**config.mk**
```make
export PLATFORM = sky130hd
export DESIGN_NAME = tpss_dp
export DESIGN_NICKNAME = d
export VERILOG_FILES = /design/src/rtl/core/tpss_pkg.sv /design/src/rtl/core/tpss_dp.sv
export SDC_FILE = /design/constraint.sdc
export NUM_CORES = 2
export LEC_CHECK = 0
export ABC_CLOCK_PERIOD_IN_PS = 7100
export BUFFER_PORTS_ARGS = -buffer_cell sky130_fd_sc_hd__buf_4
export CELL_PAD_IN_SITES_DETAIL_PLACEMENT = 1
export CELL_PAD_IN_SITES_GLOBAL_PLACEMENT = 1
export CORE_MARGIN = 2
export CORE_UTILIZATION = 46
export CTS_CLUSTER_DIAMETER = 120
export CTS_CLUSTER_SIZE = 25
export DETAILED_ROUTE_END_ITERATION = 6
export PLACE_DENSITY_LB_ADDON = 0.1
export SYNTH_ARGS = -nofsm -noshare
export SYNTH_HDL_FRONTEND = slang
export SYNTH_SLANG_ARGS = --single-unit
```
**constraint.sdc**
```tcl
create_clock -name clk -period 7.1 [get_ports clk]
set_input_delay 1.42 -clock clk [delete_from_list [all_inputs] [get_ports clk]]
set_output_delay 1.42 -clock clk [all_outputs]
set_load 0.02 [all_outputs]
```
**src/rtl/core/tpss_pkg.sv**
```systemverilog
package tpss_pkg;

	localparam int AXES        = 3;
	localparam int DIV_LANES   = 2;
	localparam int AX_RADIAL   = 0;
	localparam int AX_ANGULAR  = 1;
	localparam int AX_EXTRUDER = 2;

	localparam int DELAY_BITS  = 16;
	localparam int RADIUS_BITS = 12;
	localparam int SLOPE_BITS  = 8;
	localparam int CUT_BITS    = SLOPE_BITS + RADIUS_BITS;
	localparam int POS_BITS    = 32;
	localparam int DATA_BITS   = 32;

	localparam int NUM_REGS    = 5;
	localparam int ADDR_BITS   = 5;
	localparam int IDX_BITS    = ADDR_BITS - 2;

	localparam logic [IDX_BITS-1:0] REG_EXTRUDER_BASE_DELAY = IDX_BITS'(0);
	localparam logic [IDX_BITS-1:0] REG_RADIUS_THRESHOLD_Q  = IDX_BITS'(1);
	localparam logic [IDX_BITS-1:0] REG_RADIUS_SLOPE        = IDX_BITS'(2);
	localparam logic [IDX_BITS-1:0] REG_IDLE_RADIAL_DELAY   = IDX_BITS'(3);
	localparam logic [IDX_BITS-1:0] REG_IDLE_ANGULAR_DELAY  = IDX_BITS'(4);

	localparam logic [DELAY_BITS-1:0]  RST_EXTRUDER_BASE_DELAY = 16'd12000;
	localparam logic [RADIUS_BITS-1:0] RST_RADIUS_THRESHOLD_Q  = 12'd80;
	localparam logic [SLOPE_BITS-1:0]  RST_RADIUS_SLOPE        = 8'd30;
	localparam logic [DELAY_BITS-1:0]  RST_IDLE_RADIAL_DELAY   = 16'd750;
	localparam logic [DELAY_BITS-1:0]  RST_IDLE_ANGULAR_DELAY  = 16'd500;

	localparam logic KIND_LOAD = 1'b0;
	localparam logic KIND_TICK = 1'b1;

	typedef struct packed {
		logic [DELAY_BITS-1:0]  extruder_base_delay;
		logic [RADIUS_BITS-1:0] radius_threshold_q;
		logic [SLOPE_BITS-1:0]  radius_slope;
		logic [DELAY_BITS-1:0]  idle_radial_delay;
		logic [DELAY_BITS-1:0]  idle_angular_delay;
	} cfg_t;

	typedef struct packed {
		logic accept;
		logic setup;
		logic mul;
		logic div_step;
		logic load_fin;
		logic tick_step;
		logic tick_fin;
	} cmd_t;

	typedef struct packed {
		logic kind_tick;
		logic ext_zero;
	} stat_t;

	typedef struct packed {
		logic                radial_step;
		logic                angular_step;
		logic                extruder_step;
		logic                radial_dir;
		logic                angular_dir;
		logic                extruder_dir;
		logic                busy_res;
		logic                move_done;
		logic [POS_BITS-1:0] angular_position;
	} res_t;

endpackage

```
**src/rtl/core/tpss_dp.sv**
```systemverilog
module tpss_dp import tpss_pkg::*; #(
	parameter int GOAL_BITS = 16,
	parameter int TIME_BITS = 32
) (
	input  logic                   clk,
	input  logic                   arst_n,
	input  cmd_t                   cmd,
	input  cfg_t                   cfg,
	input  logic                   kind,
	input  logic [GOAL_BITS-1:0]   goal_radial,
	input  logic [GOAL_BITS-1:0]   goal_angular,
	input  logic [GOAL_BITS-1:0]   goal_extruder,
	input  logic [RADIUS_BITS-1:0] radius_q,
	output stat_t                  stat,
	output res_t                   res
);

	localparam int PROD_BITS = DELAY_BITS + GOAL_BITS;

	function automatic logic [GOAL_BITS-1:0] magnitude(input logic [GOAL_BITS-1:0] v);
		magnitude = v[GOAL_BITS-1] ? (~v + 1'b1) : v;
	endfunction

	function automatic logic positive(input logic [GOAL_BITS-1:0] v);
		positive = !v[GOAL_BITS-1] && (v != '0);
	endfunction

	// captured item
	logic                   kind_q;
	logic [GOAL_BITS-1:0]   goal_in_q [AXES];
	logic [RADIUS_BITS-1:0] radius_in_q;

	// move state
	logic [GOAL_BITS-1:0]   goal_q     [AXES];
	logic [GOAL_BITS-1:0]   done_q     [AXES];
	logic [TIME_BITS-1:0]   interval_q [AXES];
	logic [TIME_BITS-1:0]   due_q      [AXES];
	logic [GOAL_BITS-1:0]   acc_q      [AXES];
	logic [GOAL_BITS-1:0]   rem_step_q [AXES];
	logic [TIME_BITS-1:0]   elapsed_q;
	logic [AXES-1:0]        pin_q;
	logic [AXES-1:0]        dir_q;
	logic                   move_active_q;
	logic [POS_BITS-1:0]    angular_q;
	logic [DELAY_BITS-1:0]  d_q;
	res_t                   res_q;

	// serial divider lanes
	logic [TIME_BITS-1:0]   quo_q   [DIV_LANES];
	logic [GOAL_BITS-1:0]   rem_q   [DIV_LANES];
	logic [GOAL_BITS:0]     trial   [DIV_LANES];
	logic [GOAL_BITS:0]     trial_d [DIV_LANES];
	logic                   trial_ge[DIV_LANES];
	logic [DELAY_BITS-1:0]  idle_dly[DIV_LANES];

	logic [GOAL_BITS-1:0]   mag     [AXES];
	logic [CUT_BITS-1:0]    full;
	logic [CUT_BITS-1:0]    cut;
	logic [CUT_BITS-1:0]    cut_diff;
	logic [DELAY_BITS-1:0]  d_next;
	logic [PROD_BITS-1:0]   prod;
	logic [PROD_BITS+TIME_BITS-1:0] prod_ext;

	logic [AXES-1:0]        fire;
	logic [AXES-1:0]        carry;
	logic [AXES-1:0]        pend;
	logic [GOAL_BITS:0]     acc_sum [AXES];
	logic [GOAL_BITS:0]     acc_sub [AXES];
	logic [GOAL_BITS-1:0]   acc_nx  [AXES];
	logic [TIME_BITS-1:0]   due_nx  [AXES];
	logic                   time_top;
	logic                   any_pend;
	logic                   complete;
	logic [POS_BITS-1:0]    ang_add;
	res_t                   res_nx;

	assign stat.kind_tick = (kind_q == KIND_TICK);
	assign stat.ext_zero  = (goal_in_q[AX_EXTRUDER] == '0);
	assign res            = res_q;

	// load setup: magnitudes and radius-corrected extruder delay
	always_comb begin
		for (int i = 0; i < AXES; i++) begin
			mag[i] = magnitude(goal_in_q[i]);
		end
		full     = {cfg.extruder_base_delay, 4'b0000};
		cut      = CUT_BITS'(cfg.radius_slope) * CUT_BITS'(radius_in_q);
		cut_diff = full - cut;
		if (radius_in_q > cfg.radius_threshold_q) begin
			d_next = (full > cut) ? cut_diff[CUT_BITS-1:4] : '0;
		end else begin
			d_next = cfg.extruder_base_delay;
		end
	end

	assign prod     = PROD_BITS'(d_q) * PROD_BITS'(goal_q[AX_EXTRUDER]);
	assign prod_ext = {{TIME_BITS{1'b0}}, prod};

	assign idle_dly[AX_RADIAL]  = cfg.idle_radial_delay;
	assign idle_dly[AX_ANGULAR] = cfg.idle_angular_delay;

	always_comb begin
		for (int l = 0; l < DIV_LANES; l++) begin
			trial[l]    = {rem_q[l], quo_q[l][TIME_BITS-1]};
			trial_ge[l] = trial[l] >= {1'b0, goal_q[l]};
			trial_d[l]  = trial[l] - {1'b0, goal_q[l]};
		end
	end

	// tick: elapsed+1 > due, written without the increment
	assign time_top = (elapsed_q == {TIME_BITS{1'b1}});

	always_comb begin
		for (int i = 0; i < AXES; i++) begin
			pend[i]    = done_q[i] < goal_q[i];
			fire[i]    = move_active_q && pend[i] && !time_top && (elapsed_q >= due_q[i]);
			acc_sum[i] = {1'b0, acc_q[i]} + {1'b0, rem_step_q[i]};
			carry[i]   = (goal_q[i] != '0) && (acc_sum[i] >= {1'b0, goal_q[i]});
			acc_sub[i] = acc_sum[i] - {1'b0, goal_q[i]};
			acc_nx[i]  = carry[i] ? acc_sub[i][GOAL_BITS-1:0] : acc_sum[i][GOAL_BITS-1:0];
			due_nx[i]  = due_q[i] + interval_q[i] + TIME_BITS'(carry[i]);
		end
	end

	assign any_pend = |pend;
	assign complete = move_active_q && !any_pend;
	assign ang_add  = angular_q + POS_BITS'(done_q[AX_ANGULAR] >> 1);

	always_comb begin
		res_nx.radial_step      = pin_q[AX_RADIAL];
		res_nx.angular_step     = pin_q[AX_ANGULAR];
		res_nx.extruder_step    = pin_q[AX_EXTRUDER];
		res_nx.radial_dir       = dir_q[AX_RADIAL];
		res_nx.angular_dir      = dir_q[AX_ANGULAR];
		res_nx.extruder_dir     = dir_q[AX_EXTRUDER];
		res_nx.busy_res         = any_pend;
		res_nx.move_done        = cmd.tick_fin && complete;
		res_nx.angular_position = (cmd.tick_fin && complete) ? ang_add : angular_q;
	end

	always_ff @(posedge clk or negedge arst_n) begin
		if (!arst_n) begin
			for (int i = 0; i < AXES; i++) begin
				goal_q[i] <= '0;
				done_q[i] <= '0;
			end
			pin_q         <= '0;
			dir_q         <= '0;
			move_active_q <= 1'b0;
			angular_q     <= '0;
		end else begin
			if (cmd.setup) begin
				for (int i = 0; i < AXES; i++) begin
					goal_q[i] <= mag[i];
					done_q[i] <= '0;
				end
				dir_q <= {1'b1, positive(goal_in_q[AX_ANGULAR]), positive(goal_in_q[AX_RADIAL])};
			end
			if (cmd.tick_step) begin
				pin_q <= pin_q ^ fire;
				for (int i = 0; i < AXES; i++) begin
					if (fire[i]) begin
						done_q[i] <= done_q[i] + 1'b1;
					end
				end
			end
			if (cmd.load_fin) begin
				move_active_q <= 1'b1;
			end
			if (cmd.tick_fin && complete) begin
				angular_q     <= ang_add;
				move_active_q <= 1'b0;
			end
		end
	end

	always_ff @(posedge clk) begin
		if (cmd.accept) begin
			kind_q                 <= kind;
			goal_in_q[AX_RADIAL]   <= goal_radial;
			goal_in_q[AX_ANGULAR]  <= goal_angular;
			goal_in_q[AX_EXTRUDER] <= goal_extruder;
			radius_in_q            <= radius_q;
		end
		if (cmd.setup) begin
			d_q <= d_next;
		end
		if (cmd.mul) begin
			for (int l = 0; l < DIV_LANES; l++) begin
				quo_q[l] <= prod_ext[TIME_BITS-1:0];
				rem_q[l] <= '0;
			end
		end
		if (cmd.div_step) begin
			for (int l = 0; l < DIV_LANES; l++) begin
				quo_q[l] <= {quo_q[l][TIME_BITS-2:0], trial_ge[l]};
				rem_q[l] <= trial_ge[l] ? trial_d[l][GOAL_BITS-1:0] : trial[l][GOAL_BITS-1:0];
			end
		end
		if (cmd.load_fin) begin
			for (int l = 0; l < DIV_LANES; l++) begin
				if (stat.ext_zero) begin
					interval_q[l] <= TIME_BITS'(idle_dly[l]);
					rem_step_q[l] <= '0;
				end else if (goal_q[l] != '0) begin
					interval_q[l] <= quo_q[l];
					rem_step_q[l] <= rem_q[l];
				end else begin
					interval_q[l] <= '0;
					rem_step_q[l] <= '0;
				end
			end
			interval_q[AX_EXTRUDER] <= stat.ext_zero ? '0 : TIME_BITS'(d_q);
			rem_step_q[AX_EXTRUDER] <= '0;
			for (int i = 0; i < AXES; i++) begin
				due_q[i] <= '0;
				acc_q[i] <= '0;
			end
			elapsed_q <= '0;
		end
		if (cmd.tick_step && move_active_q) begin
			elapsed_q <= elapsed_q + 1'b1;
			for (int i = 0; i < AXES; i++) begin
				if (fire[i]) begin
					due_q[i] <= due_nx[i];
					acc_q[i] <= acc_nx[i];
				end
			end
		end
		if (cmd.load_fin || cmd.tick_fin) begin
			res_q <= res_nx;
		end
	end

	a_done_bound: assert property (@(posedge clk) disable iff (!arst_n)
		done_q[AX_RADIAL] <= goal_q[AX_RADIAL] && done_q[AX_ANGULAR] <= goal_q[AX_ANGULAR]
			&& done_q[AX_EXTRUDER] <= goal_q[AX_EXTRUDER])
		else $error("toggle count passed its goal");

	a_move_end: assert property (@(posedge clk) disable iff (!arst_n)
		$fell(move_active_q) |-> $past(cmd.tick_fin))
		else $error("move ended outside a tick finish");

endmodule

```
==> run summary <==
Hold_buf cts: 0
Worst-Skew Late Latency: 640 ps
Overall Global Routing Usage: 0.244
Critical Path AT: 7200 ps
Max-slew violation count: 0
Yosys cell types: 91
Post-Syn Nets: 5983
CP top delay family: adder cells
Antenna viol nets, final: 0
First-pass DRT Iterations: 5
CP Launch Type: register
Fraction of layout instances using a drive strength above 1: 0.0906
Yosys warning count: 0
Post-DP HPWL: 106 mm
CTS tree: yes
1st-iter DRT viols: 2002
Die W: 337 µm
XOR/XNOR Fraction of Synth Area: 0.0537
Pin count of the biggest net entering global routing: 80
Synth Flop Type: edfxtp_1
Via count: 37200
Worst path depth: 22
R2r setup slk: 250 ps
First-pass GRT wire length: 219 mm
Initial antenna violation count: 7
Starting Density: 0.462
Largest family of logic cells by synthesized area: adder cells
Routability cong.: 0.863
IO Pins: 180
Worst-path clk slew: 100 ps
Share of the clock period used by the worst path: 0.965
DRC violations left: 0
CP Class: register to register
Relative slew slack: 0.254
Final setup fails: 0
Clock Skew: 33.7 ps
Final net count: 6184
Clock sink count: 636
Area leader, netlist: edfxtp_1
Actual slew at the worst max-slew pin: 1120 ps
Worst flop-to-flop path startpoint: d_q[3]$_DFFE_PP_
Cells after Synth: 5057
# port buffers: 179
Max-cap violations: 0
Bufs and invs on worst path: 5
Mean post-synth cell area: 10.1 µm²
CTS Buf Count: 34
Mux cell area share after synthesis: 0.0220
CP endpoint: quo_q[0][29]$_DFFE_PP_
Sequential area share after synthesis: 0.362
Via count of the first global-routing pass: 39300
WL final: 137 mm
Max Fclk: 146 MHz
Die ar.: 113000 µm²
Reg2reg path depth: 22
Top cell type's share of synthesized area: 0.296
Mapped cell area: 50900 µm²
Area Growth Syn to Fin: 9.52%
Critical path capture point type: register
Post-DR vias/cell: 5.49
Compound-Gate Fraction of Synth Area: 0.118
Critical Path Start: d_q[3]$_DFFE_PP_
Max incr delay on CP: 560 ps
CP dominant cell by count: fa_1
Number of fill cells: 12300
Crit-path max FO: 7
Final Hold Viols: 0
Slowest-stage cell, CP: edfxtp_1
Top post-synthesis cells by area: edfxtp_1, ha_1, fa_1
Ys async rst share: 0.212
Placed insts: 6700
Reg-to-reg endpoint: quo_q[0][29]$_DFFE_PP_
Buffer type at the clock tree root: clkbuf_16
GR Overflow Total: 0
EDFF count, synth: 501
Status: finished clean
FF+latch count, synth: 636
H-tree levels: 2
Final Non-Filler Cells: 6766
CTS max path bufs: 3
Hold WC Path Type: register to register
Worst endpoint required time: 7450 ps
Std cell rows: 122
Die height: 337 µm
Core box area: 110000 µm²
Period minus WS final: 6850 ps
DR WL/cell: 20.3 µm
Synth Area in Simple Gates: 0.155
Crit path cell chain: and2_4, fa_1, inv_1, fa_1, inv_1, fa_1, fa_1, fa_1, inv_1, fa_1, inv_1, ha_1, buf_4, and4_1, and3_1, and4_1, o21ai_2, a31oi_2, or4_1, a31oi_2, xor2_1, o21ai_0
Synth Area in Adders: 0.233
==> area by class of cell <==
| cell class | count | area [µm²] | share of cell area |
|---|---|---|---|
| multi-input combinational | 3704 | 29800 | 0.535 |
| clock buffer | 42 | 902 | 0.0162 |
| timing repair buffer | 318 | 2490 | 0.0447 |
| antenna | 1 | 2.50 | 0.0000449 |
| inverter | 564 | 2120 | 0.0380 |
| sequential | 636 | 18400 | 0.331 |
| clock inverter | 13 | 125 | 0.00225 |
| tap | 1488 | 1860 | 0.0334 |
==> registers in the layout, summed over array words and instances (netlist names), 3 cells and up <==
signal / count
radius_in_q: 12
acc_q: 48
d_q: 16
done_q: 48
dir_q: 3
rem_q: 32
pin_q: 3
elapsed_q: 32
res: 40
goal_q: 48
rem_step_q: 32
interval_q: 80
angular_q: 32
due_q: 96
goal_in_q: 48
quo_q: 64
==> worst register-to-register path: cells and delay by family (launching register included) <==
kind | cells | cell delay (ps)
flip-flops | 1 | 560
AND/OR/NAND/NOR | 5 | 1330
adder cells (fa/ha/maj) | 7 | 3470
XOR/XNOR | 1 | 200
buffers and inverters | 5 | 380
AO/OA/AOI/OAI | 4 | 680
==> cell usage in the layout, fill, tap and decap left out, types with 63 or more instances in the layout <==
cell,instances
a21o_1,191
o21ai_0,182
nand2_1,447
inv_1,563
ha_1,521
nor3_1,69
buf_4,304
nand3_1,74
nand4_1,63
mux2i_1,79
and2_1,286
xor2_1,147
a21oi_1,237
fa_1,263
dfrtp_1,134
edfxtp_1,501
xnor2_1,165
and3_1,71
nor2_1,361
==> cells by family (layout without fill, tap and decap cells) <==
group | count (synthesis) | after routing
and+or+nand+nor | 1592 | 1592
AOI/OAI and AO/OA | 904 | 904
adders and majority gates | 788 | 788
buffers and inverters | 717 | 937
DFF | 636 | 636
xor gates and xnor gates | 312 | 312
muxes | 108 | 108
other | 0 | 1
==> metrics by stage <==
step	setup TNS [ps]	area, µm²	worst slack [ps]	hold slack (ps)	utilization
after global placement	-2540	54400	-162	433	0.494
final	0	55700	247	444	0.506
after detailed placement	-4660	54400	-310	431	0.494
after floorplan	0	50900	41.9	417	-
after global routing	-25.0	55700	-15.2	460	0.506
after CTS	0	55500	4.98	444	0.503
==> cells in the mapped netlist (all sizes together) (31+ instances only) <==
master,number
a211oi,38
a21o,191
a21oi,243
and2,289
and3,73
buf,58
clkbuf,95
dfrtp,135
edfxtp,501
fa,266
ha,522
inv,564
mux2i,79
nand2,448
nand2b,46
nand3,74
nand4,64
nor2,362
nor2b,43
nor3,70
o21ai,198
o31ai,32
or3,31
xnor2,165
xor2,147
==> per-layer routing <==
layer  GRT usage  wire length [µm]
met5           0                 0
met4      0.0426              2080
met1       0.347             65700
met3      0.0230              4500
met2       0.408             64800
==> what timing repair did <==
item / 4_1_cts / 5_1_grt
pin swaps: 2 / 14
buffers inserted: 0 / 10
setup endpoints to repair: 2 / 54
resized for setup: 0 / 36
gates cloned: 0 / 0
==> how the worst min path moves through the flow <==
stage,from,to,slack (ps),depth (start not counted)
2_1_floorplan,dir_q[2]$_DFFE_PN0P_,res[34]$_DFFE_PP_,420,0
6_report,dir_q[0]$_DFFE_PN0P_,res[36]$_DFFE_PP_,440,0
4_1_cts,dir_q[0]$_DFFE_PN0P_,res[36]$_DFFE_PP_,440,0
3_3_place_gp,dir_q[0]$_DFFE_PN0P_,res[36]$_DFFE_PP_,430,0
5_1_grt,dir_q[0]$_DFFE_PN0P_,res[36]$_DFFE_PP_,460,0
3_5_place_dp,dir_q[0]$_DFFE_PN0P_,res[36]$_DFFE_PP_,430,0
Power is left out: the tool's default activity adds up to more than one toggle a clock period on the data nets, which glitch-free logic cannot reach.
