<file path="src/rtl/core/tpss_pkg.sv">
package tpss_pkg;

	localparam int AXES        = 3;
	localparam int DIV_LANES   = 2;
	localparam int AX_RADIAL   = 0;
	localparam int AX_ANGULAR  = 1;
	localparam int AX_EXTRUDER = 2;

	localparam int DELAY_BITS  = 16;
	localparam int RADIUS_BITS = 12;
	localparam int SLOPE_BITS  = 8;
	localparam int CUT_BITS    = SLOPE_BITS + RADIUS_BITS;
	localparam int POS_BITS    = 32;
	localparam int DATA_BITS   = 32;

	localparam int NUM_REGS    = 5;
	localparam int ADDR_BITS   = 5;
	localparam int IDX_BITS    = ADDR_BITS - 2;

	localparam logic [IDX_BITS-1:0] REG_EXTRUDER_BASE_DELAY = IDX_BITS'(0);
	localparam logic [IDX_BITS-1:0] REG_RADIUS_THRESHOLD_Q  = IDX_BITS'(1);
	localparam logic [IDX_BITS-1:0] REG_RADIUS_SLOPE        = IDX_BITS'(2);
	localparam logic [IDX_BITS-1:0] REG_IDLE_RADIAL_DELAY   = IDX_BITS'(3);
	localparam logic [IDX_BITS-1:0] REG_IDLE_ANGULAR_DELAY  = IDX_BITS'(4);

	localparam logic [DELAY_BITS-1:0]  RST_EXTRUDER_BASE_DELAY = 16'd12000;
	localparam logic [RADIUS_BITS-1:0] RST_RADIUS_THRESHOLD_Q  = 12'd80;
	localparam logic [SLOPE_BITS-1:0]  RST_RADIUS_SLOPE        = 8'd30;
	localparam logic [DELAY_BITS-1:0]  RST_IDLE_RADIAL_DELAY   = 16'd750;
	localparam logic [DELAY_BITS-1:0]  RST_IDLE_ANGULAR_DELAY  = 16'd500;

	localparam logic KIND_LOAD = 1'b0;
	localparam logic KIND_TICK = 1'b1;

	typedef struct packed {
		logic [DELAY_BITS-1:0]  extruder_base_delay;
		logic [RADIUS_BITS-1:0] radius_threshold_q;
		logic [SLOPE_BITS-1:0]  radius_slope;
		logic [DELAY_BITS-1:0]  idle_radial_delay;
		logic [DELAY_BITS-1:0]  idle_angular_delay;
	} cfg_t;

	typedef struct packed {
		logic accept;
		logic setup;
		logic mul;
		logic div_step;
		logic load_fin;
		logic tick_step;
		logic tick_fin;
	} cmd_t;

	typedef struct packed {
		logic kind_tick;
		logic ext_zero;
	} stat_t;

	typedef struct packed {
		logic                radial_step;
		logic                angular_step;
		logic                extruder_step;
		logic                radial_dir;
		logic                angular_dir;
		logic                extruder_dir;
		logic                busy_res;
		logic                move_done;
		logic [POS_BITS-1:0] angular_position;
	} res_t;

endpackage

</file>
<file path="src/rtl/core/tpss_ctrl.sv">
module tpss_ctrl import tpss_pkg::*; #(
	parameter int TIME_BITS = 32
) (
	input  logic  clk,
	input  logic  arst_n,
	input  logic  in_valid,
	output logic  in_ready,
	output logic  out_valid,
	input  logic  out_ready,
	input  stat_t stat,
	output cmd_t  cmd
);

	localparam int CNT_BITS = $clog2(TIME_BITS);

	typedef enum logic [2:0] {
		S_IDLE,
		S_DECODE,
		S_LD_MUL,
		S_LD_DIV,
		S_LD_FIN,
		S_TICK_FIN
	} state_t;

	state_t              state_q;
	logic [CNT_BITS-1:0] cnt_q;
	logic                out_valid_q;
	logic                accept;

	assign in_ready  = (state_q == S_IDLE) && (!out_valid_q || out_ready);
	assign accept    = in_valid && in_ready;
	assign out_valid = out_valid_q;

	always_comb begin
		cmd = '0;
		unique case (state_q)
			S_IDLE:     cmd.accept = accept;
			S_DECODE: begin
				if (stat.kind_tick) begin
					cmd.tick_step = 1'b1;
				end else begin
					cmd.setup = 1'b1;
				end
			end
			S_LD_MUL:   cmd.mul = 1'b1;
			S_LD_DIV:   cmd.div_step = 1'b1;
			S_LD_FIN:   cmd.load_fin = 1'b1;
			S_TICK_FIN: cmd.tick_fin = 1'b1;
			default: ;
		endcase
	end

	always_ff @(posedge clk or negedge arst_n) begin
		if (!arst_n) begin
			state_q     <= S_IDLE;
			cnt_q       <= '0;
			out_valid_q <= 1'b0;
		end else begin
			if (out_valid_q && out_ready) begin
				out_valid_q <= 1'b0;
			end
			unique case (state_q)
				S_IDLE: begin
					if (accept) begin
						state_q <= S_DECODE;
					end
				end
				S_DECODE: begin
					if (stat.kind_tick) begin
						state_q <= S_TICK_FIN;
					end else if (stat.ext_zero) begin
						state_q <= S_LD_FIN;
					end else begin
						state_q <= S_LD_MUL;
					end
				end
				S_LD_MUL: begin
					cnt_q   <= CNT_BITS'(TIME_BITS - 1);
					state_q <= S_LD_DIV;
				end
				S_LD_DIV: begin
					if (cnt_q == '0) begin
						state_q <= S_LD_FIN;
					end else begin
						cnt_q <= cnt_q - 1'b1;
					end
				end
				S_LD_FIN, S_TICK_FIN: begin
					out_valid_q <= 1'b1;
					state_q     <= S_IDLE;
				end
				default: state_q <= S_IDLE;
			endcase
		end
	end

	a_fin_out_free: assert property (@(posedge clk) disable iff (!arst_n)
		(cmd.load_fin || cmd.tick_fin) |-> !out_valid_q)
		else $error("result written while previous item still pending");

	a_div_len: assert property (@(posedge clk) disable iff (!arst_n)
		(state_q == S_LD_DIV && cnt_q == '0) |=> state_q == S_LD_FIN)
		else $error("divider did not hand over to load finish");

	a_valid_src: assert property (@(posedge clk) disable iff (!arst_n)
		$rose(out_valid_q) |-> $past(state_q == S_LD_FIN || state_q == S_TICK_FIN))
		else $error("result valid raised outside a finish state");

endmodule

</file>
<file path="config.mk">
export PLATFORM = sky130hd
export DESIGN_NAME = tpss_ctrl
export DESIGN_NICKNAME = d
export VERILOG_FILES = /design/src/rtl/core/tpss_pkg.sv /design/src/rtl/core/tpss_ctrl.sv
export SDC_FILE = /design/constraint.sdc
export NUM_CORES = 1
export LEC_CHECK = 0
export BUFFER_PORTS_ARGS = -buffer_cell sky130_fd_sc_hd__buf_2
export CORE_MARGIN = 4
export CORE_UTILIZATION = 39
export CTS_CLUSTER_SIZE = 28
export DETAILED_ROUTE_END_ITERATION = 10
export SLEW_MARGIN = 20
export SYNTH_ARGS = -nofsm -noshare
export SYNTH_HDL_FRONTEND = slang
export SYNTH_SLANG_ARGS = --single-unit
</file>
<file path="constraint.sdc">
create_clock -name clk -period 2.5 [get_ports clk]
set_clock_uncertainty 0.1 [all_clocks]
set_input_delay 0.125 -clock clk [delete_from_list [all_inputs] [get_ports clk]]
set_output_delay 0.125 -clock clk [all_outputs]
set_load 0.01 [all_outputs]
</file>
==> parameters.txt, run 1 <==
Parameter                              Value

Global routing
  Via count of the first global-routing pass ... 357
  Maximum number of pins on one net before global-route repair ... 18
  Global-route wire length before repair ... 1660 um
  Global routing usage summed across all routing layers ... 11.8%
  Antenna violations before repair ... 0
  Remaining Overflow, GRT ... 0

STA
  Setup repair after global routing missed its margin ... no
  Final critical-path share of the clock period ... 65.2%
  Setup TNS ... 0 ns
  Final critical-path setup slack ... 0.870 ns
  Total count of hold-check failures in the final report ... 0
  Achievable frequency ... 0.614 GHz
  Number of failing setup endpoints in the final timing report ... 0
  Min Clock Period, post-route ... 1.63 ns
  Worst slew pin tran ... 0.436 ns
  Final Slew Violations ... 0
  Relative slew slack ... 70.9%
  Minimum hold slack ... 0.0477 ns

Worst setup path
  Data required time at the worst endpoint ... 2.28 ns
  Worst path arrival time ... 1.40 ns
  Worst-path maximum fanout ... 17
  Critical Path Start Type ... register
  Crit path kind ... register to output pin
  Crit path capture type ... output pin

Placed design
  Cell count after placement ... 78
  Detail Placement HPWL ... 745 um
  Pre-CTS WS ... 1.01 ns
  Routability cong. ... 0.740
  I/O Buffers ... 14

Final layout
  Number of nets in the layout ... 76
  Area Overhead vs Synth ... 20.3%
  Layout cells sized above 1 ... 32.4%
  Final-layout fill cell count ... 135
  Final cell count without fillers ... 83
  Top library cells by usage in the layout, fill and taps aside ... sky130_fd_sc_hd__buf_2 (14), sky130_fd_sc_hd__dfrtp_1 (9), sky130_fd_sc_hd__nand2b_1 (4)
  Most common library cell in the layout ignoring fill and taps ... sky130_fd_sc_hd__buf_2
  Ant diodes ... 0

Floorplan
  Effective utilization at floorplan ... 41.6%
  Core area ... 0.00130 mm2
  Top Ports ... 15
  Width of the die ... 45.3 um
  Die outline area ... 0.00205 mm2
  Cell row count ... 13
  Die Ht ... 45.3 um

Synth
  Share of synthesized area occupied by flip-flops and latches ... 41.6%
  Number of warning messages in the yosys log ... 0
  Per-instance average area after synthesis ... 10.4 um2
  Gate count of the mapped netlist ... 52
  Synth unique cells ... 29
  Mapped cell area ... 542 um2
  Number of register bits inferred by synthesis ... 9
  Net count after synthesis ... 59

Clock tree
  TritonCTS clock tree ... done
  Later-pin clock latency in the skew report ... 0.27 ns
  Post-CTS resize count ... 0
  H-tree levels ... 1
  Total clock buffers created by CTS ... 3
  Cell chosen for the clock root ... sky130_fd_sc_hd__clkbuf_4
  Deepest clock path buffer count ... 2
  Sink Count ... 9
  Setup bufs post-CTS ... 0
  Clock Pin Slew Worst Setup and Hold Paths ... 0.06 ns

Routing
  Via count normalized by instance count ... 5.41
  DR iter-0 viols ... 9
  Count of vias placed by the detailed router ... 449
  Remaining DRCs ... 0
  Routed length per placed instance ... 12.6 um
  First-pass iteration count of the detailed router ... 4
  Final Routed Wirelength ... 1050 um
  Count of nets left with antenna violations after detail routing ... 0

Pwr
  Leakage dissipation ... 0.311 nW
  Total design power ... 714 uW
  Maximum resistive drop on vdd ... 0.000601 V
  Cell area power density ... 1090 mW/mm2

Worst hold path
  Type of the worst min-delay path ... input port to register

Run
  Total of max-cap violations ... 0

Run status
  Outcome ... complete, no violations
cell families (layout without fill, tap and decap cells):
family,after synthesis,in the layout,share of synthesized area (%)
AO/OA/AOI/OAI,12,12,15.5
adder cells (fa/ha/maj),1,1,2.31
buffers and inverters,5,21,4.16
flip-flops,9,9,41.6
multiplexers,1,1,1.85
AND/OR/NAND/NOR,24,24,34.6
through the flow:
step | utilization, % | cell area (um2)
finish | 50.1 | 652
global route | 50.1 | 652
CTS | 50.1 | 652
detailed placement | 47.3 | 616
global placement | 47.3 | 616
floorplan | - | 542
worst max-delay path, cell delays in order, from the launching register on:
cell and delay [ns]:
sky130_fd_sc_hd__dfrtp_1 0.54, sky130_fd_sc_hd__nor4b_2 0.32, sky130_fd_sc_hd__and2_1 0.16, sky130_fd_sc_hd__buf_2 0.12
synthesized netlist by cell type:
| cell type | instances | share of area [%] |
|---|---|---|
| sky130_fd_sc_hd__or3_1 | 1 | 1.2 |
| sky130_fd_sc_hd__nor2b_2 | 1 | 1.6 |
| sky130_fd_sc_hd__dfrtp_1 | 9 | 42 |
| sky130_fd_sc_hd__o31a_1 | 1 | 1.6 |
| sky130_fd_sc_hd__o21ai_1 | 2 | 1.8 |
| sky130_fd_sc_hd__mux2i_1 | 1 | 1.8 |
| sky130_fd_sc_hd__or4b_1 | 1 | 1.8 |
| sky130_fd_sc_hd__inv_1 | 2 | 1.4 |
| sky130_fd_sc_hd__nand2b_1 | 4 | 4.6 |
| sky130_fd_sc_hd__a22oi_1 | 1 | 1.4 |
| sky130_fd_sc_hd__nand2_1 | 2 | 1.4 |
| sky130_fd_sc_hd__o21ai_0 | 3 | 2.8 |
| sky130_fd_sc_hd__buf_2 | 3 | 2.8 |
| sky130_fd_sc_hd__nor4bb_1 | 1 | 1.8 |
| sky130_fd_sc_hd__a22o_1 | 1 | 1.6 |
| sky130_fd_sc_hd__nor4b_2 | 2 | 5.5 |
| sky130_fd_sc_hd__nor4b_1 | 1 | 1.6 |
| sky130_fd_sc_hd__ha_1 | 1 | 2.3 |
| sky130_fd_sc_hd__a221oi_1 | 1 | 1.6 |
| sky130_fd_sc_hd__o31ai_1 | 1 | 1.4 |
| sky130_fd_sc_hd__nor2_1 | 3 | 2.1 |
| sky130_fd_sc_hd__nor4b_4 | 1 | 4.4 |
| sky130_fd_sc_hd__and2_1 | 2 | 2.3 |
| sky130_fd_sc_hd__nor3_1 | 1 | 0.92 |
| sky130_fd_sc_hd__a311oi_1 | 1 | 1.6 |
| sky130_fd_sc_hd__a21o_2 | 1 | 1.6 |
| sky130_fd_sc_hd__and3b_1 | 1 | 1.6 |
| sky130_fd_sc_hd__nor3b_1 | 1 | 1.4 |
| sky130_fd_sc_hd__nor2b_1 | 2 | 2.3 |
path summary, 6_finish.rpt:
kind | startpoint | endpoint | slack (ns) | cells past startpoint
worst min register to register | out_valid | out_valid | 0.43 | 2
worst max-delay path | state_q[0] | cmd[6] | 0.87 | 3
worst min-delay path | stat[0] | state_q[1] | 0.05 | 3
worst max register to register | cnt_q[0] | state_q[2] | 1.00 | 5
min in group asynchronous | arst_n | cnt_q[2] | 0.13 | 2
max in group asynchronous | arst_n | cnt_q[1] | 1.98 | 2
sequential cells by signal, indices dropped and copies added (netlist names):
| register | count |
|---|---|
| cnt_q | 5 |
| state_q | 3 |
| out_valid | 1 |
cell type report:
type | instances | area (um2) | share of cell area (%)
multi-input combinational | 38 | 294 | 45.1
sequential | 9 | 225 | 34.5
timing repair buffer | 15 | 80.1 | 12.3
clock buffer | 4 | 26.3 | 4.03
tap | 15 | 18.8 | 2.88
inverter | 2 | 7.51 | 1.15
metal layers:
layer  vias to the layer above  track usage (%)  share of wire (%)  wire length, um
li1                        228                -                  -                -
met1                       206             15.9                 46              486
met2                        13             15.3                 44              462
met3                         2             7.57                8.3               87
met4                         0             3.51               0.96               10
met5                         -                0                  0                0
power breakdown:
part	total, mW	switching [mW]	internal [mW]	leakage (nW)
Sequential	0.296	0.0977	0.198	0.0978
Combinational	0.306	0.143	0.162	0.199
Clock	0.112	0.0505	0.0615	0.0150
what timing repair did:
item,CTS,global route
hold buffers,1,0
endpoints found under the setup margin,0,0
endpoints found under the hold margin,9,0
No activity file was read; power rests on OpenSTA's default activity.
==> run 2, diff against run 1 <==
clock period = 1.45 ns   (was 2.5 ns; I/O delays follow)
==> parameters.txt, run 2 (synthesis gave the netlist of run 1 again) <==
Parameter                              Value

Run status
  Outcome ... finished, violations left
  Violations in the final reports ... setup timing

STA
  Minimum hold slack ... 0.0409 ns (-0.00681 ns)
  Number of failing setup endpoints in the final timing report ... 4 (+4)
  Achievable frequency ... 0.652 GHz
  Relative slew slack ... 79.2% (+8.3 points)
  Min Clock Period, post-route ... 1.53 ns
  Final Slew Violations ... 0 (unchanged)
  Setup repair after global routing missed its margin ... yes
  Worst slew pin tran ... 0.312 ns (-0.125 ns)
  Total count of hold-check failures in the final report ... 0 (unchanged)
  Setup TNS ... -0.146 ns (-0.146 ns)
  Final critical-path share of the clock period ... 106%
  Final critical-path setup slack ... -0.0830 ns (-0.953 ns)

Placed design
  Instance area after placement ... 676 um2 (+9.8%)
  I/O Buffers ... 14 (unchanged)
  Routability cong. ... 0.734 (-0.82%)
  Pre-CTS WS ... -0.0569 ns (-1.06 ns)
  Detail Placement HPWL ... 973 um (+31%)

Final layout
  Reg with most FFs ... cnt_q
  Number of nets in the layout ... 96 (+26%)
  Multi-input gate area ... 375 um2 (+28%)
  Ant diodes ... 0 (unchanged)
  Flip-flop and latch area ... 228 um2 (+1.1%)
  Top library cells by usage in the layout, fill and taps aside ... sky130_fd_sc_hd__buf_4 (16), sky130_fd_sc_hd__buf_2 (14), sky130_fd_sc_hd__dfrtp_1 (7)
  Most common library cell in the layout ignoring fill and taps ... sky130_fd_sc_hd__buf_4
  Layout cells sized above 1 ... 60.2% (+28 points)
  Area Overhead vs Synth ... 67.7%
  Final-layout fill cell count ... 102 (-24%)
  Max reg flops ... 5 (unchanged)
  Fin area ... 908 um2 (+39%)

Worst setup path
  Critical Path Start Type ... register
  Buffers plus inverters on the worst setup path ... 2 (+1)
  Crit path capture type ... output pin
  Dominant delay contributor by cell family on the critical path ... simple AND/OR/NAND/NOR gates
  Worst-path cell with the longest stage delay ... sky130_fd_sc_hd__dfrtp_1
  Crit Reg-Reg Startpoint ... cnt_q[1]
  Worst-path maximum fanout ... 2 (-15)
  Cell depth of the worst flop-to-flop path ... 6 (+1)
  Cell breakdown of the critical path ... buf_6 -> nor4b_4 -> and2_1 -> buf_2
  Worst setup slack for register-to-register paths ... -0.01 ns (-1.01 ns)
  Crit path kind ... register to output pin
  Data required time at the worst endpoint ... 1.28 ns (-1.00 ns)
  Worst path arrival time ... 1.36 ns (-0.04 ns)
  Worst r2r dst ... cnt_q[0]
  Slowest stage delay, CP ... 0.39 ns (-0.15 ns)

Routing
  First-pass iteration count of the detailed router ... 4 (unchanged)
  Count of vias placed by the detailed router ... 537 (+20%)
  Count of nets left with antenna violations after detail routing ... 0 (unchanged)
  Final Routed Wirelength ... 1530 um (+46%)
  Remaining DRCs ... 0 (unchanged)
  Via count normalized by instance count ... 5.21 (-3.6%)
  Routed length per placed instance ... 14.8 um (+18%)
  DR iter-0 viols ... 14 (+5)

Floorplan
  Effective utilization at floorplan ... 41.6% (unchanged)
  Cell row count ... 13 (unchanged)
  Die outline area ... 0.00205 mm2 (unchanged)
  Width of the die ... 45.3 um (unchanged)
  Die Ht ... 45.3 um (unchanged)
  Top Ports ... 15 (unchanged)
  Core area ... 0.00130 mm2 (unchanged)

Run
  Total of max-cap violations ... 0 (unchanged)

Pwr
  Leakage dissipation ... 0.435 nW (+40%)
  Sequential share of power ... 24.3% (-17 points)
  Sw Pwr ... 721 uW (+150%)
  Share of power burned in combinational logic ... 65.1% (+22 points)
  Maximum resistive drop on vdd ... 0.000925 V (+54%)
  Switching power as a share of total power ... 39.0% (-1.8 points)
  Cell area power density ... 2030 mW/mm2 (+86%)
  Internal power consumption ... 1.13 mW (+170%)
  Clock share of power ... 10.6% (-5.1 points)

Clock tree
  Deepest clock path buffer count ... 2 (unchanged)
  Clock Pin Slew Worst Setup and Hold Paths ... 0.06 ns (about the same)
  TritonCTS clock tree ... done
  Sink Count ... 9 (unchanged)
  Total clock buffers created by CTS ... 3 (unchanged)
  Cell chosen for the clock root ... sky130_fd_sc_hd__clkbuf_4
  H-tree levels ... 1 (unchanged)
  Later-pin clock latency in the skew report ... 0.26 ns (about the same)

Global routing
  Global routing usage summed across all routing layers ... 16.4% (+4.6 points)
  Remaining Overflow, GRT ... 0 (unchanged)
  Via count of the first global-routing pass ... 514 (+44%)
  Maximum number of pins on one net before global-route repair ... 13 (-5)
  Antenna violations before repair ... 0 (unchanged)
  Global-route wire length before repair ... 2310 um (+40%)

Worst hold path
  Hold Path End ... out_valid
  Number of stages on the worst hold path ... 3 (unchanged)
  Min-delay src ... out_ready
  Type of the worst min-delay path ... input port to register
[run 2: power by group through the flow]
| stage | Combinational [mW] | Clock (mW) | Sequential, mW |
|---|---|---|---|
| 2_1_floorplan | 0.480 | 0 | 0.411 |
| 3_3_place_gp | 0.726 | 0 | 0.454 |
| 3_5_place_dp | 0.740 | 0 | 0.459 |
| 4_1_cts | 0.955 | 0.204 | 0.455 |
| 5_1_grt | 1.29 | 0.218 | 0.458 |
| 6_report | 1.20 | 0.196 | 0.448 |
[run 2: layout make-up]
cell class                 count  area share (%)
sequential                     9            25.1
tap                           15            2.07
inverter                       2           0.826
multi-input combinational     38            41.3
timing repair buffer          35            27.8
clock buffer                   4            2.89
[run 2: how the worst max path moves through the flow]
stage	from	to	slack (ns)	cells after the start
after floorplan	cnt_q[0]	state_q[2]	0.07	5
after global placement	cnt_q[0]	cnt_q[0]	0.03	5
after detailed placement	cnt_q[0]	state_q[2]	-0.06	5
after CTS	state_q[2]	cmd[6]	-0.1	4
after global routing	state_q[2]	cmd[6]	-0.17	4
final	state_q[2]	cmd[6]	-0.08	4
[run 2: routing by layer]
layer	part of all wire, %	wire length, um	GRT usage [%]	up-vias
met2	50	770	28.5	14
met5	0	0	0	-
li1	-	-	-	265
met3	5.2	79	5.98	2
met4	0.85	13	7.02	0
met1	43	662	17.7	256
[run 2: worst min-delay path, delay by kind of cell]
kind	cells	cell delay (ns)
simple gates	2	0.23
buf+inv	1	0.07
[run 2: stage by stage]
| stage | cells | util, % | power, mW |
|---|---|---|---|
| global placement | 86 | 51.9 | 1.18 |
| finish | 103 | 69.8 | 1.85 |
| detailed placement | 86 | 51.9 | 1.20 |
| CTS | 98 | 63.1 | 1.61 |
| floorplan | 52 | - | 0.892 |
| global route | 103 | 69.8 | 1.97 |
[run 2: what timing repair did]
action / CTS / global route
hold buffers: 2 / 0
endpoints found under the setup margin: 8 / 12
endpoints found under the hold margin: 10 / 0
gates resized for setup: 11 / 9
buffers inserted: 6 / 5
pin swaps: 4 / 4
