$ cat config.mk
export PLATFORM = sky130hd
export DESIGN_NAME = tpss_regs
export DESIGN_NICKNAME = d
export VERILOG_FILES = /design/src/rtl/core/tpss_pkg.sv /design/src/rtl/core/tpss_regs.sv
export SDC_FILE = /design/constraint.sdc
export NUM_CORES = 1
export LEC_CHECK = 0
export ABC_AREA = 0
export BUFFER_PORTS_ARGS = -buffer_cell sky130_fd_sc_hd__buf_2
export CAP_MARGIN = 20
export CORE_ASPECT_RATIO = 0.7
export CORE_MARGIN = 10
export CORE_UTILIZATION = 44
export CTS_BUF_LIST = sky130_fd_sc_hd__clkbuf_8
export CTS_CLUSTER_DIAMETER = 150
export DETAILED_ROUTE_END_ITERATION = 16
export PLACE_DENSITY = 0.73
export SLEW_MARGIN = 20
export SYNTH_ARGS = -nofsm -noshare
export SYNTH_HDL_FRONTEND = slang
export SYNTH_SLANG_ARGS = --single-unit
$ cat constraint.sdc
create_clock -name clk -period 3 [get_ports clk]
set_input_delay 0.15 -clock clk [delete_from_list [all_inputs] [get_ports clk]]
set_output_delay 0.15 -clock clk [all_outputs]
set_load 0.005 [all_outputs]
$ cat src/rtl/core/tpss_pkg.sv
package tpss_pkg;

	localparam int AXES        = 3;
	localparam int DIV_LANES   = 2;
	localparam int AX_RADIAL   = 0;
	localparam int AX_ANGULAR  = 1;
	localparam int AX_EXTRUDER = 2;

	localparam int DELAY_BITS  = 16;
	localparam int RADIUS_BITS = 12;
	localparam int SLOPE_BITS  = 8;
	localparam int CUT_BITS    = SLOPE_BITS + RADIUS_BITS;
	localparam int POS_BITS    = 32;
	localparam int DATA_BITS   = 32;

	localparam int NUM_REGS    = 5;
	localparam int ADDR_BITS   = 5;
	localparam int IDX_BITS    = ADDR_BITS - 2;

	localparam logic [IDX_BITS-1:0] REG_EXTRUDER_BASE_DELAY = IDX_BITS'(0);
	localparam logic [IDX_BITS-1:0] REG_RADIUS_THRESHOLD_Q  = IDX_BITS'(1);
	localparam logic [IDX_BITS-1:0] REG_RADIUS_SLOPE        = IDX_BITS'(2);
	localparam logic [IDX_BITS-1:0] REG_IDLE_RADIAL_DELAY   = IDX_BITS'(3);
	localparam logic [IDX_BITS-1:0] REG_IDLE_ANGULAR_DELAY  = IDX_BITS'(4);

	localparam logic [DELAY_BITS-1:0]  RST_EXTRUDER_BASE_DELAY = 16'd12000;
	localparam logic [RADIUS_BITS-1:0] RST_RADIUS_THRESHOLD_Q  = 12'd80;
	localparam logic [SLOPE_BITS-1:0]  RST_RADIUS_SLOPE        = 8'd30;
	localparam logic [DELAY_BITS-1:0]  RST_IDLE_RADIAL_DELAY   = 16'd750;
	localparam logic [DELAY_BITS-1:0]  RST_IDLE_ANGULAR_DELAY  = 16'd500;

	localparam logic KIND_LOAD = 1'b0;
	localparam logic KIND_TICK = 1'b1;

	typedef struct packed {
		logic [DELAY_BITS-1:0]  extruder_base_delay;
		logic [RADIUS_BITS-1:0] radius_threshold_q;
		logic [SLOPE_BITS-1:0]  radius_slope;
		logic [DELAY_BITS-1:0]  idle_radial_delay;
		logic [DELAY_BITS-1:0]  idle_angular_delay;
	} cfg_t;

	typedef struct packed {
		logic accept;
		logic setup;
		logic mul;
		logic div_step;
		logic load_fin;
		logic tick_step;
		logic tick_fin;
	} cmd_t;

	typedef struct packed {
		logic kind_tick;
		logic ext_zero;
	} stat_t;

	typedef struct packed {
		logic                radial_step;
		logic                angular_step;
		logic                extruder_step;
		logic                radial_dir;
		logic                angular_dir;
		logic                extruder_dir;
		logic                busy_res;
		logic                move_done;
		logic [POS_BITS-1:0] angular_position;
	} res_t;

endpackage

$ cat src/rtl/core/tpss_regs.sv
module tpss_regs import tpss_pkg::*; (
	input  logic                 clk,
	input  logic                 arst_n,
	input  logic                 psel,
	input  logic                 penable,
	input  logic                 pwrite,
	input  logic [ADDR_BITS-1:0] paddr,
	input  logic [DATA_BITS-1:0] pwdata,
	output logic [DATA_BITS-1:0] prdata,
	output logic                 pready,
	output cfg_t                 cfg
);

	cfg_t                cfg_q;
	logic [IDX_BITS-1:0] idx;
	logic                wr_en;

	assign idx    = paddr[ADDR_BITS-1:2];
	assign wr_en  = psel && penable && pwrite;
	assign pready = 1'b1;
	assign cfg    = cfg_q;

	always_ff @(posedge clk or negedge arst_n) begin
		if (!arst_n) begin
			cfg_q.extruder_base_delay <= RST_EXTRUDER_BASE_DELAY;
			cfg_q.radius_threshold_q  <= RST_RADIUS_THRESHOLD_Q;
			cfg_q.radius_slope        <= RST_RADIUS_SLOPE;
			cfg_q.idle_radial_delay   <= RST_IDLE_RADIAL_DELAY;
			cfg_q.idle_angular_delay  <= RST_IDLE_ANGULAR_DELAY;
		end else if (wr_en) begin
			unique case (idx)
				REG_EXTRUDER_BASE_DELAY: cfg_q.extruder_base_delay <= pwdata[DELAY_BITS-1:0];
				REG_RADIUS_THRESHOLD_Q:  cfg_q.radius_threshold_q  <= pwdata[RADIUS_BITS-1:0];
				REG_RADIUS_SLOPE:        cfg_q.radius_slope        <= pwdata[SLOPE_BITS-1:0];
				REG_IDLE_RADIAL_DELAY:   cfg_q.idle_radial_delay   <= pwdata[DELAY_BITS-1:0];
				REG_IDLE_ANGULAR_DELAY:  cfg_q.idle_angular_delay  <= pwdata[DELAY_BITS-1:0];
				default: ;
			endcase
		end
	end

	always_comb begin
		unique case (idx)
			REG_EXTRUDER_BASE_DELAY: prdata = DATA_BITS'(cfg_q.extruder_base_delay);
			REG_RADIUS_THRESHOLD_Q:  prdata = DATA_BITS'(cfg_q.radius_threshold_q);
			REG_RADIUS_SLOPE:        prdata = DATA_BITS'(cfg_q.radius_slope);
			REG_IDLE_RADIAL_DELAY:   prdata = DATA_BITS'(cfg_q.idle_radial_delay);
			REG_IDLE_ANGULAR_DELAY:  prdata = DATA_BITS'(cfg_q.idle_angular_delay);
			default:                 prdata = '0;
		endcase
	end

endmodule

==> flow_summary.json, run 1 <==
{
  "status": "finished with violations",
  "failed_checks": "negative hold slack",
  "largest_register_ffs": 68,
  "htreeDepth": 3,
  "worstPathRequired_ns": 2.85,
  "first_global_vias": 2613,
  "n_antenna_cell": 0,
  "cts-hold-fix-buffers": 0,
  "async_flop_share": 1.00,
  "number_of_antenna_violations_at_the_first_check_in_global_routing": 0,
  "drt_pass1_iterations": 4,
  "ant_nets": 0,
  "cts_repair_resize_count": 0,
  "worstMarginPinSlew_ns": 0.860,
  "timing.critical_path.cells": "buf_2 > buf_4 > nor2b_1 > a22oi_1 > o21ai_0 > buf_2",
  "layout-drive-gt1-share": 0.655,
  "cell_accounting_for_the_most_synthesized_area": "dfrtp_1",
  "detailedPlacementHpwl_um": 6910,
  "port-buffer-count": 107,
  "timing.critical_path.arrival_ns": 2.02,
  "startpoint_type": "primary input",
  "timing.final.crit_period_ns": 2.17,
  "num-nets-final": 405,
  "final_core_utilization": 0.563,
  "drt-vias-per-instance": 5.23,
  "synth.top_cells.by_area": "dfrtp_1 31%, mux2_2 22%, dfstp_2 20%, buf_4 4.4%, mux2_4 4.4%",
  "clock_latency_ns": 0.34,
  "tns_ns": 0,
  "postLayoutSetupSlackWorst_ns": 0.829,
  "initial_utilization": 0.459,
  "ff2ff_setup_slack_ns": 2.21,
  "grt.overflow.total": 0,
  "finalSetupViolCount": 0,
  "die-area_um2": 11700,
  "post_synth_instance_area_um2": 3390,
  "hp-class": "primary input to asynchronous set/reset pin",
  "route.detailed.drc": 0,
  "achievable-frequency_mhz": 461,
  "wirelength_um": 9450,
  "yosysSeqAreaShare": 0.512,
  "maxSlewViolCount": 0,
  "ys_seq_elements": 68,
  "critPathSlowestCell": "nor2b_1",
  "dr.first_iter.drc_count": 130,
  "hold_violations": 2,
  "cts.path.max_buffers": 2,
  "power_total_mw": 2.69,
  "critical_path.most_common_cell": "buf_2",
  "numClockSinks": 68,
  "ys.warnings.count": 0,
  "cts_inserted_buffers": 9,
  "synth.lib_cells_used.distinct": 30,
  "critPathCaptureType": "primary output",
  "share_of_the_synthesized_area_in_the_top_cell_type": 0.310,
  "timing.critical_path.slowest_cell_delay_ns": 0.71,
  "syn_to_final_growth_pct": 22.7,
  "irDropWorstVdd_uv": 426,
  "avgRoutedWirePerCell_um": 20.3,
  "unrepaired_setup_endpoints_after_global_routing": "no",
  "global_route_wire_length_before_repair_um": 15000,
  "timing.critical_path.fanout_max": 17,
  "clock_slew_seen_by_the_registers_of_the_worst_setup_and_hold_paths_ns": 0.07,
  "pwr_density_cell_nw_per_um2": 648,
  "skew_ns": 0,
  "finalCritPeriodShare": 0.724,
  "dp_slack_ns": 0.888,
  "power.static_leakage_nw": 2.06,
  "cts.root.buffer_cell": "clkbuf_8",
  "maxCapViolCount": 0,
  "core_region_area_um2": 7380,
  "cts.repair_timing.setup_buffer_count": 0,
  "hold-worst-slack_ns": -0.000387,
  "maxSlewHeadroom": 0.427,
  "routed-via-count": 2437,
  "die_w_um": 125,
  "finalWeightedCongestion": 0.762,
  "synth_cells": 254,
  "post_synth.cell_area_avg_um2": 13.3,
  "synth_edf_count": 0,
  "criticalPathCategory": "primary input to primary output",
  "die_h_um": 93.4,
  "grt_max_degree": 69,
  "grtUsageTotal": 0.162,
  "cts_tree": "yes",
  "prevailing_post_synth_register_cell": "dfrtp_1",
  "ioPinCount": 143,
  "placement_rows": 26
}
==> stage by stage <==
step           cells  hold WS, ns  area, um2
2_1_floorplan    269       -0.146       3440
6_report         466    -0.000387       4160
3_3_place_gp     450        0.387       3950
4_1_cts          466       0.0198       4160
5_1_grt          466       0.0471       4160
3_5_place_dp     450        0.399       3950
==> where the power goes <==
group          switching [mW]  leakage [nW]  internal [mW]
Clock                   0.359         0.102          0.431
Combinational           0.267          1.15          0.352
Sequential              0.137         0.809           1.15
Total                   0.763          2.06           1.93
==> Yosys cell counts (3+ instances only) <==
cell and instances:
mux2_2 65, dfrtp_1 42, dfstp_2 26, buf_4 20, nand2_1 14, o21ai_0 11
mux2_4 10, mux2i_1 9, a21oi_1 7, a22oi_1 7, clkbuf_1 7, nor4b_1 7
o221ai_1 5, nor2b_1 3
==> per-layer routing <==
metal  global-route usage  wire length [um]  vias to the layer above
met4               0.0392                40                        0
met3               0.0705               799                        7
met1                0.203              4200                     1231
met5                    0                 0                        -
met2                0.254              4410                       94
li1                     -                 -                     1105
==> worst paths after layout <==
check                                 from   endpoint  depth (start not counted)
worst min-delay path                arst_n    cfg[64]                          2
worst max register to register     cfg[40]    cfg[40]                          1
max in group asynchronous           arst_n    cfg[37]                          2
worst min register to register     cfg[39]    cfg[39]                          1
worst max-delay path              paddr[2]  prdata[1]                          6
min in group clk                pwdata[14]    cfg[66]                          2
==> cell usage in the layout, fill, tap and decap left out <==
master and n:
or2_4 1, conb_1 17, buf_4 10, or2_2 1
clkinvlp_4 2, or2_1 1, a2bb2oi_1 1, inv_6 1
mux2_2 65, nor2_2 1, nor4b_1 7, mux2_4 10
dfrtp_1 42, nor3b_4 1, nand2_1 14, a21oi_1 7
nor2b_1 3, buf_2 107, dfstp_2 26, clkinv_2 1
mux2i_1 9, clkbuf_8 11, nand3_1 2, a22oi_1 7
and3b_1 1, nand4b_4 1, o21ai_0 11, bufinv_16 1
nor3b_2 2, o221ai_1 5
==> layout make-up <==
cell class              count  area (um2)
flip-flops and latches     68        1730
repair buffers            117         611
fillers                   653        3230
well taps                  98         123
clock buffers              11         151
clock inverters             5        58.8
multi-input cells         167        1480
==> cell families after synthesis <==
logic type / synth area share
AOI/OAI and AO/OA: 0.0576
buffers and inverters: 0.0698
DFF: 0.512
muxes: 0.287
other: 0.00222
and+or+nand+nor: 0.0713
==> worst max-delay path: cells and delay by family <==
kind            cells  cell delay, ns
compound gates      2            0.42
buf+inv             3            0.74
simple gates        1            0.71
No activity file was read; power rests on OpenSTA's default activity.
==> inputs of run 2 (changes only) <==
Clock period 3 ns to 2.23 ns, I/O delays scaled along.
==> run 2 against run 1 <==
The flow now finishes without violations. Via count is 0.82% higher. Non-clock buffer count is 5 higher. Final area is 0.66% higher. Clock skew stayed put. Critical path depth stayed put. Core utilization is 0.37 points higher. Highest routed layer unchanged. Sequential power is 35% higher.
==> flow_summary.json, run 2 (synthesized netlist as in run 1, its figures left out) <==
{
  "wirelength_um": 9610,
  "achievable-frequency_mhz": 617,
  "final_core_utilization": 0.566,
  "ff2ff_setup_slack_ns": 1.43,
  "filler_cell_count": 659,
  "die_h_um": 93.4,
  "startpoint_type": "primary input",
  "die_w_um": 125,
  "num-nets-final": 410,
  "clock_slew_seen_by_the_registers_of_the_worst_setup_and_hold_paths_ns": 0.07,
  "timing.final.crit_period_ns": 1.62,
  "largest_register_ffs": 68,
  "critPathCaptureType": "primary output",
  "cts.path.max_buffers": 2,
  "detailedPlacementHpwl_um": 7170,
  "routed-via-count": 2457,
  "power.static_leakage_nw": 2.09,
  "status": "finished clean",
  "hp-class": "primary input to flip-flop",
  "tns_ns": 0,
  "avgRoutedWirePerCell_um": 20.4,
  "placement_rows": 26,
  "first_global_vias": 2729,
  "maxSlewHeadroom": 0.521,
  "reg2regPathDepth": 1,
  "multiInputGateArea_um2": 1480,
  "initial_utilization": 0.459,
  "power_total_mw": 3.46,
  "layout-drive-gt1-share": 0.649,
  "port-buffer-count": 107,
  "min_delay_path_depth": 2,
  "hold_violations": 0,
  "die-area_um2": 11700,
  "most_frequent_cells_in_the_layout": "107 x buf_2, 65 x mux2_2, 42 x dfrtp_1",
  "ioPinCount": 143,
  "hold-path-endpoint": "cfg[66]",
  "syn_to_final_growth_pct": 23.5,
  "numClockSinks": 68,
  "cts.root.buffer_cell": "clkbuf_8",
  "timing.critical_path.fanout_max": 19,
  "route.detailed.drc": 0,
  "worstMarginPinSlew_ns": 0.717,
  "unrepaired_setup_endpoints_after_global_routing": "no",
  "drt-vias-per-instance": 5.22,
  "cts_tree": "yes",
  "numPlacedInstances": 454,
  "hold_path.startpoint": "pwdata[14]",
  "dr.first_iter.drc_count": 185,
  "core_region_area_um2": 7380,
  "finalWeightedCongestion": 0.765,
  "clock_latency_ns": 0.34,
  "grt_max_degree": 28,
  "cts_inserted_buffers": 9,
  "r2r-start": "cfg[41]",
  "criticalPathCategory": "primary input to primary output",
  "n_antenna_cell": 0,
  "hold-worst-slack_ns": 0.0180,
  "grt.overflow.total": 0,
  "drt_pass1_iterations": 6,
  "reg2reg_to": "cfg[41]",
  "seq_area_um2": 1730,
  "finalCritPeriodShare": 0.727,
  "maxCapViolCount": 0,
  "finalSetupViolCount": 0,
  "pwr_density_cell_nw_per_um2": 827,
  "skew_ns": 0,
  "grtUsageTotal": 0.165,
  "htreeDepth": 3,
  "maxSlewViolCount": 0,
  "timing.critical_path.arrival_ns": 1.51,
  "ant_nets": 0,
  "global_route_wire_length_before_repair_um": 15400,
  "final_common_cell": "buf_2",
  "worstPathRequired_ns": 2.12,
  "number_of_antenna_violations_at_the_first_check_in_global_routing": 0,
  "finish.cell_count_without_fillers": 471,
  "irDropWorstVdd_uv": 437
}
==> run 2: cell types whose count changed in the layout (fill, tap and decap cells not counted), sizes merged <==
cell	before	now
dlygate4sd3	0	1
buf	117	121
clkinvlp	2	0
clkinv	1	2
bufinv	1	0
inv	1	3
==> run 2: timing repair <==
action,4_1_cts,5_1_grt
endpoints found under the hold margin,19,0
hold buffers,1,0
buffers inserted,0,0
gates resized for setup,0,0
==> run 2: final cells by class <==
| type | count | area share |
|---|---|---|
| Clock inverter | 5 | 0.00509 |
| Tap cell | 98 | 0.0293 |
| Clock buffer | 11 | 0.0362 |
| Sequential cell | 68 | 0.415 |
| Timing Repair Buffer | 122 | 0.162 |
| Multi-Input combinational cell | 167 | 0.353 |
==> run 2: per-stage QoR <==
| step | setup WS [ns] | instance area [um2] |
|---|---|---|
| floorplan | 0.770 | 3440 |
| global placement | 0.555 | 4000 |
| detailed placement | 0.549 | 4000 |
| CTS | 0.602 | 4180 |
| global route | 0.447 | 4180 |
| finish | 0.608 | 4180 |
==> run 2: worst max path at each step <==
stage	from	endpoint	slack, ns	depth (start not counted)
floorplan	paddr[4]	cfg[41]	0.77	5
global route	paddr[3]	prdata[6]	0.45	5
CTS	paddr[3]	prdata[6]	0.60	5
global placement	paddr[2]	cfg[66]	0.55	5
detailed placement	paddr[2]	cfg[60]	0.55	5
finish	paddr[2]	prdata[15]	0.61	6
==> run 2: where the power goes <==
part           internal, mW  switching (mW)
sequential             1.54           0.188
clock                 0.449           0.440
combinational         0.479           0.359
total                  2.47           0.987
==> run 2: layer usage <==
| metal | up-vias | part of all wire | wire, um | track usage |
|---|---|---|---|---|
| met3 | 8 | 0.082 | 792 | 0.0745 |
| met5 | - | 0 | 0 | 0 |
| li1 | 1113 | - | - | - |
| met2 | 85 | 0.46 | 4400 | 0.260 |
| met1 | 1251 | 0.45 | 4350 | 0.203 |
| met4 | 0 | 0.0071 | 68 | 0.0421 |
==> run 2: worst max-delay path: stages <==
cell and delay, ns:
buf_2 0.35, buf_4 0.28, and3b_1 0.43, nand2_1 0.09, o21ai_0 0.09, buf_2 0.15
==> inputs of run 3 (changes only) <==
Clock period 2.23 ns to 1.7 ns, I/O delays scaled along.
==> run 3 against run 2 <==
Total power up 31%. Worst hold slack better by 0.0011 ns. Sequential power up 31%. First-iteration DRC count down 45%.
==> flow_summary.json, run 3 (synthesized netlist as in run 1, its figures left out) <==
{
  "die_h_um": 93.4,
  "startpoint_type": "flip-flop",
  "clock_slew_seen_by_the_registers_of_the_worst_setup_and_hold_paths_ns": 0.07,
  "ant_nets": 0,
  "placement_rows": 26,
  "hold_path.startpoint": "pwdata[8]",
  "detailedPlacementHpwl_um": 7060,
  "cts_tree": "yes",
  "num-nets-final": 419,
  "grt.overflow.total": 0,
  "power.share.sequential": 0.499,
  "timing.critical_path.arrival_ns": 1.50,
  "status": "finished clean",
  "min_delay_path_depth": 2,
  "number_of_antenna_violations_at_the_first_check_in_global_routing": 0,
  "pwr_density_cell_nw_per_um2": 1070,
  "avgRoutedWirePerCell_um": 19.7,
  "hold_violations": 0,
  "syn_to_final_growth_pct": 25.4,
  "maxSlewHeadroom": 0.505,
  "power.share.combinational": 0.245,
  "global_route_wire_length_before_repair_um": 15000,
  "achievable-frequency_mhz": 630,
  "maxCapViolCount": 0,
  "largest_register_ffs": 68,
  "clock_latency_ns": 0.34,
  "grtUsageTotal": 0.161,
  "cts_inserted_buffers": 9,
  "power.share.switching": 0.285,
  "initial_utilization": 0.459,
  "postLayoutSetupSlackWorst_ns": 0.113,
  "die-area_um2": 11700,
  "numClockSinks": 68,
  "criticalPathCategory": "flip-flop to primary output",
  "die_w_um": 125,
  "drt_pass1_iterations": 4,
  "critPathCaptureType": "primary output",
  "wirelength_um": 9460,
  "timing.final.crit_period_ns": 1.59,
  "core_region_area_um2": 7380,
  "worstMarginPinSlew_ns": 0.741,
  "finalSetupViolCount": 0,
  "htreeDepth": 3,
  "most_frequent_cells_in_the_layout": "107 x buf_2, 65 x mux2_2, 42 x dfrtp_1",
  "reg2reg_to": "cfg[40]",
  "internal-power_mw": 3.25,
  "ff2ff_setup_slack_ns": 0.89,
  "ioPinCount": 143,
  "total_switching_power_mw": 1.29,
  "drt-vias-per-instance": 5.07,
  "power.static_leakage_nw": 2.13,
  "cts.root.buffer_cell": "clkbuf_8",
  "worstPathRequired_ns": 1.62,
  "irDropWorstVdd_uv": 464,
  "cts.path.max_buffers": 2,
  "hold-worst-slack_ns": 0.0191,
  "timing.critical_path.fanout_max": 3,
  "hp-class": "primary input to flip-flop",
  "layout-drive-gt1-share": 0.647,
  "port-buffer-count": 107,
  "finalWeightedCongestion": 0.767,
  "clock_power_share": 0.256,
  "dr.first_iter.drc_count": 101,
  "dp_slack_ns": 0.204,
  "route.detailed.drc": 0,
  "maxSlewViolCount": 0,
  "hold-path-endpoint": "cfg[60]",
  "unrepaired_setup_endpoints_after_global_routing": "no",
  "routed-via-count": 2434,
  "grt_max_degree": 69,
  "first_global_vias": 2655,
  "final_common_cell": "buf_2",
  "r2r-start": "cfg[40]",
  "skew_ns": 0,
  "reg2regPathDepth": 1,
  "tns_ns": 0,
  "finalCritPeriodShare": 0.934,
  "n_antenna_cell": 0
}
-- run 3: critical path: stages (launching register included) --
cell and delay, ns:
dfstp_2 0.54, nor4b_1 0.27, a21oi_1 0.07, o21ai_0 0.13
buf_2 0.15
-- run 3: worst max-delay path by stage --
stage                        start   endpoint  slack [ns]  cells after the start
after floorplan           paddr[4]    cfg[41]        0.27                      5
after global placement    paddr[3]  prdata[6]        0.22                      5
after detailed placement  paddr[2]    cfg[48]        0.20                      5
after CTS                  cfg[59]  prdata[7]         0.1                      4
after global routing       cfg[59]  prdata[7]        0.06                      4
final                      cfg[59]  prdata[7]        0.11                      4
-- run 3: power by group through the flow --
stage               logic [mW]  registers, mW  clock network, mW
floorplan                0.539           2.28                  0
global placement          1.10           2.27                  0
detailed placement        1.13           2.29                  0
CTS                       1.14           2.26               1.21
global route              1.23           2.32               1.29
finish                    1.11           2.27               1.17
-- run 3: what timing repair did --
item / CTS / global route
resized for setup: 0 / 0
endpoints found under the hold margin: 52 / 0
buffers inserted: 0 / 0
hold buffers: 5 / 0
-- run 3: layout make-up --
class / count / area (um2)
fillers: 676 / 3140
flip-flops and latches: 68 / 1730
multi-input cells: 167 / 1480
repair buffers: 131 / 741
clock buffers: 11 / 151
well taps: 98 / 123
clock inverters: 5 / 21.3
-- run 3: metrics by stage --
stage | total power, mW | util | cell area, um2 | cells
after floorplan | 2.82 | - | 3440 | 269
after global placement | 3.37 | 0.545 | 4030 | 459
after detailed placement | 3.42 | 0.545 | 4030 | 459
after CTS | 4.61 | 0.575 | 4250 | 480
after global routing | 4.84 | 0.575 | 4250 | 480
final | 4.55 | 0.575 | 4250 | 480
-- run 3: routing by layer --
| metal | vias to the layer above | global-route usage | wire length, um |
|---|---|---|---|
| met3 | 10 | 0.0671 | 736 |
| met2 | 87 | 0.248 | 4290 |
| li1 | 1132 | - | - |
| met5 | - | 0 | 0 |
| met1 | 1205 | 0.204 | 4340 |
| met4 | 0 | 0.0421 | 89 |
